### src/rtl/cbmm_pkg.sv
`timescale 1ns / 1ps
// cbmm_pkg: shared types, codes and constants for the cartridge bank memory map unit
// no dependencies; imported by every module of the block

package cbmm_pkg;

    // rom bank bits used for the switchable window, bits 0 to 6
    localparam int unsigned ROM_BANK_BITS = 7;
    localparam logic [6:0]  ROM_BANK_MASK = 7'((1 << ROM_BANK_BITS) - 1);

    // access kinds
    localparam logic KIND_READ  = 1'b0;
    localparam logic KIND_WRITE = 1'b1;

    // cartridge controller types, the unused code behaves as mbc1
    localparam logic [1:0] CT_MBC1 = 2'd0;
    localparam logic [1:0] CT_MBC2 = 2'd1;
    localparam logic [1:0] CT_MBC3 = 2'd2;

    // configuration register indexes
    localparam logic CFG_CART_TYPE = 1'b0;
    localparam logic CFG_BOOT_ROM  = 1'b1;

    // target regions
    localparam logic [3:0] RGN_BOOT = 4'd0;
    localparam logic [3:0] RGN_ROM  = 4'd1;
    localparam logic [3:0] RGN_VRAM = 4'd2;
    localparam logic [3:0] RGN_CRAM = 4'd3;
    localparam logic [3:0] RGN_RTC  = 4'd4;
    localparam logic [3:0] RGN_WRAM = 4'd5;
    localparam logic [3:0] RGN_OAM  = 4'd6;
    localparam logic [3:0] RGN_IO   = 4'd7;
    localparam logic [3:0] RGN_HRAM = 4'd8;
    localparam logic [3:0] RGN_NONE = 4'd9;

    // io addresses with special write handling
    localparam logic [15:0] ADDR_DIV = 16'hFF04;
    localparam logic [15:0] ADDR_TAC = 16'hFF07;
    localparam logic [15:0] ADDR_LY  = 16'hFF44;

    typedef struct packed {
        logic        kind;
        logic [15:0] address;
        logic [7:0]  write_data;
    } t_in_word;

    typedef struct packed {
        logic [3:0]  region;
        logic [20:0] offset;
        logic        store;
        logic [7:0]  store_value;
        logic        timer_reload_valid;
        logic [10:0] timer_reload;
    } t_out_word;

    typedef struct packed {
        logic [6:0] rom_bank;
        logic [1:0] ram_bank;
        logic       ram_enable;
        logic       banking_mode;
        logic       rtc_selected;
        logic [2:0] rtc_index;
        logic [1:0] timer_select;
    } t_bank_state;

    typedef struct packed {
        logic [1:0] cart_type;
        logic       boot_rom_mapped;
    } t_cfg;

    function automatic logic [10:0] timer_reload_of(input logic [1:0] sel);
        logic [10:0] val;
        case (sel)
            2'd0:    val = 11'd1024;
            2'd1:    val = 11'd16;
            2'd2:    val = 11'd64;
            default: val = 11'd256;
        endcase
        return val;
    endfunction

endpackage

### src/rtl/cbmm_regs.sv
`timescale 1ns / 1ps
// cbmm_regs: configuration registers and bank controller state registers
// depends on cbmm_pkg

module cbmm_regs import cbmm_pkg::*; (
    input  logic        i_clk,
    input  logic        i_rst_n,
    input  logic        i_cfg_valid,
    input  logic        i_cfg_index,
    input  logic [1:0]  i_cfg_data,
    input  logic        i_update,
    input  t_bank_state i_next_state,
    output t_bank_state o_state,
    output t_cfg        o_cfg
);

    t_bank_state r_state;
    t_cfg        r_cfg;

    always_ff @(posedge i_clk) begin
        if (!i_rst_n) begin
            r_state.rom_bank     <= 7'd1;
            r_state.ram_bank     <= 2'd0;
            r_state.ram_enable   <= 1'b0;
            r_state.banking_mode <= 1'b0;
            r_state.rtc_selected <= 1'b0;
            r_state.rtc_index    <= 3'd0;
            r_state.timer_select <= 2'd0;
        end else if (i_update) begin
            r_state <= i_next_state;
        end
    end

    always_ff @(posedge i_clk) begin
        if (!i_rst_n) begin
            r_cfg.cart_type       <= CT_MBC1;
            r_cfg.boot_rom_mapped <= 1'b1;
        end else if (i_cfg_valid) begin
            unique case (i_cfg_index)
                CFG_CART_TYPE: r_cfg.cart_type       <= i_cfg_data;
                CFG_BOOT_ROM:  r_cfg.boot_rom_mapped <= i_cfg_data[0];
                default:       r_cfg                 <= r_cfg;
            endcase
        end
    end

    assign o_state = r_state;
    assign o_cfg   = r_cfg;

endmodule

### src/rtl/cbmm_decode.sv
`timescale 1ns / 1ps
// cbmm_decode: decodes one bus word to region and offset, computes next controller state
// depends on cbmm_pkg

module cbmm_decode import cbmm_pkg::*; (
    input  t_in_word    i_word,
    input  t_bank_state i_state,
    input  t_cfg        i_cfg,
    output t_out_word   o_word,
    output t_bank_state o_next_state
);

    logic        is_mbc2;
    logic        is_mbc3;
    logic        is_mbc1;
    logic        wr;
    logic [15:0] a;
    logic [7:0]  v;
    logic [12:0] rel;
    logic [6:0]  bank;
    t_bank_state ns;
    t_out_word   res;

    assign is_mbc2 = (i_cfg.cart_type == CT_MBC2);
    assign is_mbc3 = (i_cfg.cart_type == CT_MBC3);
    assign is_mbc1 = !is_mbc2 && !is_mbc3;
    assign wr      = (i_word.kind == KIND_WRITE);
    assign a       = i_word.address;
    assign v       = i_word.write_data;
    assign rel     = a[12:0];
    assign bank    = i_state.rom_bank & ROM_BANK_MASK;

    always_comb begin
        ns  = i_state;
        res = '0;
        res.region = RGN_NONE;

        if (a[15] == 1'b0) begin
            if (wr) begin
                // controller register write
                unique case (a[14:13])
                    2'd0: begin
                        if (!(is_mbc2 && a[8])) begin
                            ns.ram_enable = (v[3:0] == 4'hA);
                        end
                    end
                    2'd1: begin
                        if (is_mbc1) begin
                            ns.rom_bank = {i_state.rom_bank[6:5],
                                           (v[4:0] == 5'd0) ? 5'd1 : v[4:0]};
                        end else if (is_mbc2) begin
                            ns.rom_bank = {i_state.rom_bank[6:4], v[3:0]};
                            if ({i_state.rom_bank[6:4], v[3:0]} == 7'd0) begin
                                ns.rom_bank = 7'd1;
                            end
                        end else begin
                            ns.rom_bank = (v[6:0] == 7'd0) ? 7'd1 : v[6:0];
                        end
                    end
                    2'd2: begin
                        if (is_mbc1) begin
                            if (!i_state.banking_mode) begin
                                ns.rom_bank = {v[1:0], i_state.rom_bank[4:0]};
                                if ({v[1:0], i_state.rom_bank[4:0]} == 7'd0) begin
                                    ns.rom_bank = 7'd1;
                                end
                            end else begin
                                ns.ram_bank = v[1:0];
                            end
                        end else if (is_mbc3) begin
                            if (v <= 8'd3) begin
                                ns.ram_bank     = v[1:0];
                                ns.rtc_selected = 1'b0;
                            end else if (v >= 8'd8 && v <= 8'd12) begin
                                ns.rtc_index    = 3'(v - 8'd8);
                                ns.rtc_selected = 1'b1;
                            end
                        end
                    end
                    default: begin
                        if (is_mbc1) begin
                            ns.banking_mode = v[0];
                            if (v[0]) begin
                                ns.ram_bank = 2'd0;
                            end
                        end
                    end
                endcase
            end else if (a[15:8] == 8'h00 && i_cfg.boot_rom_mapped) begin
                res.region = RGN_BOOT;
                res.offset = {5'd0, a};
            end else if (a[14] == 1'b0) begin
                res.region = RGN_ROM;
                res.offset = {5'd0, a};
            end else begin
                res.region = RGN_ROM;
                res.offset = {bank, a[13:0]};
            end
        end else if (a[15:13] == 3'b100) begin
            res.region = RGN_VRAM;
            res.offset = {8'd0, rel};
            res.store  = wr;
        end else if (a[15:13] == 3'b101) begin
            // cart ram window
            if (is_mbc2) begin
                if (rel[12:9] == 4'd0) begin
                    res.region = RGN_CRAM;
                    res.offset = {8'd0, rel};
                end
            end else if (is_mbc3) begin
                if (i_state.rtc_selected) begin
                    res.region = RGN_RTC;
                    res.offset = {18'd0, i_state.rtc_index};
                end else begin
                    res.region = RGN_CRAM;
                    res.offset = {6'd0, i_state.ram_bank, rel};
                end
            end else begin
                res.region = RGN_CRAM;
                res.offset = i_state.banking_mode ? {6'd0, i_state.ram_bank, rel}
                                                  : {8'd0, rel};
            end
            res.store = wr && i_state.ram_enable && (res.region != RGN_NONE);
        end else if (a < 16'hFE00) begin
            res.region = RGN_WRAM;
            res.offset = {8'd0, rel};
            res.store  = wr;
        end else if (a < 16'hFEA0) begin
            res.region = RGN_OAM;
            res.offset = {13'd0, a[7:0]};
            res.store  = wr;
        end else if (a[15:8] == 8'hFE) begin
            res.region = RGN_NONE;
        end else if (a[7]) begin
            res.region = RGN_HRAM;
            res.offset = {14'd0, a[6:0]};
            res.store  = wr;
        end else begin
            res.region = RGN_IO;
            res.offset = {14'd0, a[6:0]};
            res.store  = wr;
            if (wr && a == ADDR_TAC) begin
                if (v[1:0] != i_state.timer_select) begin
                    res.timer_reload_valid = 1'b1;
                    res.timer_reload       = timer_reload_of(v[1:0]);
                end
                ns.timer_select = v[1:0];
            end
        end

        // stored byte: divider and line counter are cleared, mbc2 ram is a nibble
        if (res.store) begin
            if (res.region == RGN_IO && (a == ADDR_DIV || a == ADDR_LY)) begin
                res.store_value = 8'd0;
            end else if (res.region == RGN_CRAM && is_mbc2) begin
                res.store_value = {4'd0, v[3:0]};
            end else begin
                res.store_value = v;
            end
        end
    end

    assign o_word       = res;
    assign o_next_state = ns;

endmodule

### src/rtl/cartridge_bank_memory_map_unit.sv
`timescale 1ns / 1ps
// cartridge_bank_memory_map_unit: top level, input register, decode and result register
// depends on cbmm_pkg, cbmm_regs, cbmm_decode
//
//   channel   direction  handshake             word
//   in        input      i_in_valid/o_in_stall   t_in_word (kind, address, write_data)
//   out       output     o_out_valid/i_out_stall t_out_word (region .. timer_reload)
//   cfg       input      i_cfg_valid/o_cfg_ready index 0 cart_type, 1 boot_rom_mapped
//
// one word per cycle sustained while the output is not stalled
// a word passes the input register, the decode and then the result register
// controller state moves at the edge where a word enters the result register
// a stall on the output holds both registers and stalls the input once full
// reset: synchronous, active low, clears valid bits, state and configuration

module cartridge_bank_memory_map_unit import cbmm_pkg::*; (
    input  logic      i_clk,
    input  logic      i_rst_n,
    input  logic      i_in_valid,
    output logic      o_in_stall,
    input  t_in_word  i_in_data,
    output logic      o_out_valid,
    input  logic      i_out_stall,
    output t_out_word o_out_data,
    input  logic      i_cfg_valid,
    output logic      o_cfg_ready,
    input  logic      i_cfg_index,
    input  logic [1:0] i_cfg_data
);

    logic        r_in_valid;
    t_in_word    r_in;
    logic        r_out_valid;
    t_out_word   r_out;
    logic        advance;
    logic        in_accept;
    t_bank_state state;
    t_bank_state next_state;
    t_cfg        cfg;
    t_out_word   dec_word;

    assign advance    = r_in_valid && (!r_out_valid || !i_out_stall);
    assign o_in_stall = r_in_valid && !advance;
    assign in_accept  = i_in_valid && !o_in_stall;

    always_ff @(posedge i_clk) begin
        if (!i_rst_n) begin
            r_in_valid <= 1'b0;
        end else if (in_accept) begin
            r_in_valid <= 1'b1;
        end else if (advance) begin
            r_in_valid <= 1'b0;
        end
    end

    always_ff @(posedge i_clk) begin
        if (in_accept) begin
            r_in <= i_in_data;
        end
    end

    always_ff @(posedge i_clk) begin
        if (!i_rst_n) begin
            r_out_valid <= 1'b0;
        end else if (advance) begin
            r_out_valid <= 1'b1;
        end else if (!i_out_stall) begin
            r_out_valid <= 1'b0;
        end
    end

    always_ff @(posedge i_clk) begin
        if (advance) begin
            r_out <= dec_word;
        end
    end

    cbmm_regs u_regs (
        .i_clk        (i_clk),
        .i_rst_n      (i_rst_n),
        .i_cfg_valid  (i_cfg_valid),
        .i_cfg_index  (i_cfg_index),
        .i_cfg_data   (i_cfg_data),
        .i_update     (advance),
        .i_next_state (next_state),
        .o_state      (state),
        .o_cfg        (cfg)
    );

    cbmm_decode u_decode (
        .i_word       (r_in),
        .i_state      (state),
        .i_cfg        (cfg),
        .o_word       (dec_word),
        .o_next_state (next_state)
    );

    assign o_cfg_ready = 1'b1;
    assign o_out_valid = r_out_valid;
    assign o_out_data  = r_out;

endmodule
### config.mk
export PLATFORM = sky130hd
export DESIGN_NAME = cartridge_bank_memory_map_unit
export DESIGN_NICKNAME = d
export VERILOG_FILES = /design/src/rtl/cbmm_pkg.sv /design/src/rtl/cbmm_regs.sv /design/src/rtl/cbmm_decode.sv /design/src/rtl/cartridge_bank_memory_map_unit.sv
export SDC_FILE = /design/constraint.sdc
export NUM_CORES = 1
export LEC_CHECK = 0
export ABC_AREA = 1
export BUFFER_PORTS_ARGS = -buffer_cell sky130_fd_sc_hd__clkbuf_2
export CAP_MARGIN = 20
export CORE_AREA = 5 5 73 141
export CTS_CLUSTER_SIZE = 12
export DETAILED_ROUTE_END_ITERATION = 7
export DIE_AREA = 0 0 78 146
export PLACE_DENSITY = 0.73
export SLEW_MARGIN = 20
export SYNTH_ARGS = -nofsm -noshare
export SYNTH_HDL_FRONTEND = slang
export SYNTH_SLANG_ARGS = --single-unit
### constraint.sdc
create_clock -name i_clk -period 1.97 [get_ports i_clk]
set_input_delay 0.2955 -clock i_clk [delete_from_list [all_inputs] [get_ports i_clk]]
set_output_delay 0.2955 -clock i_clk [all_outputs]
set_load 0.005 [all_outputs]
**Yosys cells after proc, flatten, opt, wreduce, memory -nomap -nowiden**

Index checks and enable logic that the tools add are counted.

- Bits in registers: 93
- Bits of input ports: 33
- Output and inout bits: 49
- Logic and storage cells: 166

- Add/subtract/negate cells: 1
- Order comparisons: 5
- Eq/ne operators: 25
- Mux-type cells: 44
- Bitwise gates (word level): 16
- Reduce and logical (&&, ||, !) cells: 52

Operators with widths:

| operator | count |
|---|---|
| 25-bit 2-to-1 mux | 7 |
| 26-bit 2-to-1 mux | 5 |
| 7-bit 2-to-1 mux | 7 |
| 16-bit == test, second input constant | 3 |
| 24-bit 2-to-1 mux | 2 |
| 22-bit 2-to-1 mux | 2 |
| 11-bit one-hot mux with 3 select lines | 1 |
| 16-bit less-than comparator, second input constant | 2 |
| 8-bit AND reduction | 3 |
| 7-bit zero test | 3 |
| 21-bit 2-to-1 mux | 1 |
| 9-bit AND reduction | 2 |
| 1-bit inverter | 16 |
| 15-bit 2-to-1 mux | 1 |
| 7-bit one-hot mux with 2 select lines | 1 |
| 7-bit AND reduction | 2 |
| 2-bit nonzero test | 7 |
| 1-bit logical AND | 12 |
| 12-bit 2-to-1 mux | 1 |
| 2-bit 2-to-1 mux | 6 |
| 5-bit AND reduction | 2 |
| 9-bit OR reduction | 1 |
| 8-bit == test, second input constant | 1 |
| 8-bit by 4-bit >= comparator with 1-bit output, second input constant | 1 |
| other kinds (28) | 54 |

**Logic depth before layout (Yosys ltp)**

- Word-level depth: 14
- Depth in mapped cells: 12
- Mapped depth without buffers: 12

**Hierarchy**

From an unflattened synthesis, not the netlist that was laid out.

- Cell total of the unflattened synthesis: 468
- Area, all modules: 4469.3 µm²

Modules (own cells, without submodules):

| module | instances | cells an instance | area an instance (µm²) | sequential area each (µm²) |
|---|---|---|---|---|
| cartridge_bank_memory_map_unit | 1 | 86 | 2238.4 | 2172.1 |
| cbmm_decode | 1 | 288 | 1462.7 | 0.0 |
| cbmm_regs | 1 | 94 | 768.2 | 400.4 |

**Worst setup path after synthesis**

OpenSTA, ideal clock, no wires.

- Path kind: register to register
- From: reg r_in[22] in the netlist's numbering
- To: reg r_out, in the netlist o_out_data[13], data pin
- Library setup time: 0.257 ns
- Data arrival time: 1.646 ns
- Required time: 1.713 ns
- Setup slack: 0.067 ns
- Stages on the path, launching flop included: 11
- Path buffers: 0
- Period minus slack after synthesis: 1.903 ns
- Cell sequence: edfxtp_1 > inv_1 > ha_1 > nand2_1 > nor2_1 > nand3b_1 > nand2_1 > nor2_1 > nand2_1 > nand2_1 > nor2_1

- Cells in the longest elaborated chain, start to end: 10
- Elaborated cells on any way between the ends: 24
- Those cells by class: order compare (2); eq/ne (6); mux (10); bitwise (1); reduce/logical (5)

RTL lines:

| item | RTL line | RTL |
|---|---|---|
| start, declared | cartridge_bank_memory_map_unit.sv:32 | `t_in_word r_in;` |
| start signal, assigned | cartridge_bank_memory_map_unit.sv:58 | `r_in <= i_in_data;` |
| parallel branches: the longest is 9 deep, another holds 16-bit less-than comparator | n/a |  |
| 2-bit OR reduction (no line) (*) | n/a |  |
| end signal, assigned | cartridge_bank_memory_map_unit.sv:74 | `r_out <= dec_word;` |
| end, declared | cartridge_bank_memory_map_unit.sv:34 | `t_out_word r_out;` |

Every way passes the cells marked *.
A chain may end at the register's enable or synchronous reset.

==> impl_metrics.py <==
metrics = {
    "timing": {
        "final.period_utilization_pct": 95.99,
        "setup_slack_ns": 0.07899,
        "hold_viol": 0,
        "slew_viol_final": 0,
        "max_freq_mhz": 528.8,
        "fin_worst_skew_ns": 0.009480,
        "fin_crit_ns": 1.891,
        "setup_viol": 0,
        "rsz0062_at_grt": "true",
    },
    "synthesis": {
        "netlist_instances": 406,
        "async_flop_share_pct": 0,
        "syn_area_um2": 3935,
        "ys.flop_type": "edfxtp_1",
        "netlist.area_leader.share_pct": 48.84,
        "synth_top_area_cell": "edfxtp_1",
        "synth_edf_count": 64,
        "synth.area.top_cells": "edfxtp_1 49%, dfxtp_1 11%, inv_1 6.0%, nand2_1 6.0%, nor2_1 5.0%",
        "synth_seq_cells": 86,
        "syn_area_per_cell_um2": 9.692,
        "synth_cell_type_count": 35,
        "ys_seq_area_share_pct": 60.03,
        "yosysWarningCount": 0,
    },
    "worst_setup_path": {
        "worst_ep_required_time_ns": 2.08,
        "r2r-start": "r_in[22]",
        "worst_path_largest_cell_delay_ns": 0.41,
        "worst-path-max-fanout": 7,
        "crit_chain": "inv_1 > ha_2 > nand2_4 > inv_2 > buf_4 > a21oi_2 > nand3_1 > nand2_1 > nor2_2 > nand3_2 > nand3_4 > nor2_1",
        "r2r_cells": 12,
        "r2r-end": "o_out_data[19]",
        "cp_data_arrival_time_ns": 2.00,
        "cp-start-kind": "register",
        "critical_path_class": "reg -> reg",
        "slowest_stage": "edfxtp_1",
        "end_kind": "register",
        "rrSetupSlack_ns": 0.08,
    },
    "clocking": {
        "root_buffer": "clkbuf_16",
        "clkTransAtPathRegs_ns": 0.07,
        "cts_tree": "built",
        "numCtsBuffers": 9,
        "h-tree-depth": 3,
        "clk_latency_ns": 0.34,
        "clock_sinks": 86,
        "cts_buffer_depth": 2,
    },
    "place": {
        "gp_congestion": 0.8830,
        "hpwl_mm": 8.584,
        "placed_cells": 621,
        "place_ws_ns": -0.1621,
        "io_buffer_count": 73,
        "dpl_cell_area_um2": 4697,
    },
    "detailed_routing": {
        "avgViaCountPerCell": 5.102,
        "top_layer": "met4",
        "routed-wl-met2_mm": 6.168,
        "drtIter0Drc": 192,
        "drc": 0,
        "drt-total-wl_mm": 10.68,
        "wl_met3_um": 506,
        "antenna_left": 0,
        "detail_route.wl_per_cell_um": 16.74,
        "drtPass1Iterations": 4,
        "m1WireLength_mm": 3.654,
        "vias": 3255,
    },
    "job": {
        "max_cap_violations": 0,
    },
    "die": {
        "dieArea_um2": 11390,
        "start_util_pct": 43.66,
        "core_area_um2": 9012,
        "pin_count": 82,
        "dieHeight_um": 146,
        "die_width_um": 78,
        "std_cell_rows": 49,
    },
    "cells_and_area": {
        "final_cells": 638,
        "final_cell_mix": "73 x clkbuf_2, 64 x edfxtp_1, 62 x inv_1",
        "areaGrowthSynthToFinish_pct": 29.28,
        "diodes": 0,
        "drive_gt1_share_pct": 31.72,
        "fin_nets": 571,
        "final_common_cell": "clkbuf_2",
        "final_area_um2": 5087,
    },
    "hold_path": {
        "hold_start": "i_in_data[12]",
        "whs_path_depth": 1,
        "worstHoldPathType": "in -> reg",
        "min_to": "r_in[12]",
    },
    "global_route": {
        "grt_overflow": 0,
        "grt_pass1_wl_mm": 16.63,
        "grtUsageTotal_pct": 19.23,
        "antenna_found_initial": 0,
        "grt_pass1_vias": 3297,
        "grt_max_degree": 40,
    },
    "power": {
        "power_leakage_uw": 0.002231,
        "vdd_drop_max_uv": 491.8,
        "power_density_nw_per_um2": 812.2,
    },
    "status": {
        "run_status": "finished, final reports clean",
    },
}
[state kept, by name, summed over array words and instances (netlist names)]
name	flops
u_regs.o_cfg	3
o_out_valid	1
r_in	25
r_in_valid	1
o_out_data	39
u_regs.o_state	17
[area by class of cell]
type	count	area [um^2]
multi-input combinational	250	1350
fill	812	3925
clock buffer	10	239.0
timing repair buffer	118	715.7
sequential	86	2362
clock inverter	6	45.04
tap	102	127.6
inverter	66	247.7
[cells in the mapped netlist (2+ instances only)]
| library cell | instances |
|---|---|
| a21oi_1 | 23 |
| a31oi_1 | 4 |
| buf_4 | 8 |
| conb_1 | 2 |
| dfxtp_1 | 22 |
| edfxtp_1 | 64 |
| ha_1 | 7 |
| inv_1 | 63 |
| inv_2 | 3 |
| nand2_1 | 63 |
| nand3_1 | 27 |
| nand3_2 | 2 |
| nand4_1 | 5 |
| nor2_1 | 52 |
| nor2_4 | 2 |
| nor3_1 | 17 |
| o211ai_1 | 6 |
| o21ai_0 | 18 |
| or2_2 | 2 |
[where the power goes]
part / switching (uW) / leakage, uW / internal, uW
Combinational: 259 / 0.00131 / 177
Clock: 717 / 0.000132 / 895
Sequential: 43.1 / 0.000786 / 2040
Total: 1020 / 0.00223 / 3110
[cells by family (layout without fill, tap and decap cells)]
family | Yosys count | in the layout | synth area share [%]
AOI/OAI and AO/OA | 58 | 58 | 8.585
adders and majority gates | 7 | 7 | 2.226
buffers and inverters | 76 | 200 | 8.744
DFF | 86 | 86 | 60.03
other | 2 | 8 | 0.1909
and+or+nand+nor | 177 | 177 | 20.22
[worst max path at each step]
stage | startpoint | endpoint | slack (ns) | depth (start not counted)
after global routing | r_in[22] | o_out_data[19] | -0.06 | 12
after detailed placement | r_in[22] | o_out_data[32] | -0.16 | 8
after global placement | r_in[21] | o_out_data[16] | -0.09 | 11
final | r_in[22] | o_out_data[19] | 0.08 | 12
after CTS | r_in[21] | o_out_data[17] | 0.02 | 11
after floorplan | r_in[22] | o_out_data[13] | 0.07 | 10
[critical path, delay by kind of cell, from the launching register on]
family                     cells  cell delay, ns
and+or+nand+nor                7            0.66
DFF                            1            0.41
buffers and inverters          3            0.31
adders and majority gates      1            0.21
AOI/OAI and AO/OA              1            0.06
[stage by stage]
step | hold WS [ns] | utilization, % | power, uW | setup TNS (ns)
finish | 0.1253 | 56.45 | 4132 | 0
global route | 0.1091 | 56.45 | 4298 | -0.3748
CTS | 0.1196 | 55.53 | 4140 | 0
detailed placement | 0.4558 | 52.12 | 2538 | -0.9212
global placement | 0.4498 | 52.12 | 2530 | -0.4035
floorplan | 0.3944 | - | 2329 | 0
[metal layers]
metal	vias up	global-route usage, %
met5	-	0
met3	24	4.027
li1	1605	-
met4	0	9.645
met1	1518	19.03
met2	108	36.22
[repair_timing]
item                                    in CTS  in global routing
setup buffers                                0                  1
endpoints found under the hold margin        0                  0
pin swaps                                    1                  2
hold buffers                                 0                  0
endpoints found under the setup margin      12                 14
gates cloned                                 0                  0
gates resized for setup                      7                 21
Note: power is estimated with default switching activity, not from simulation.
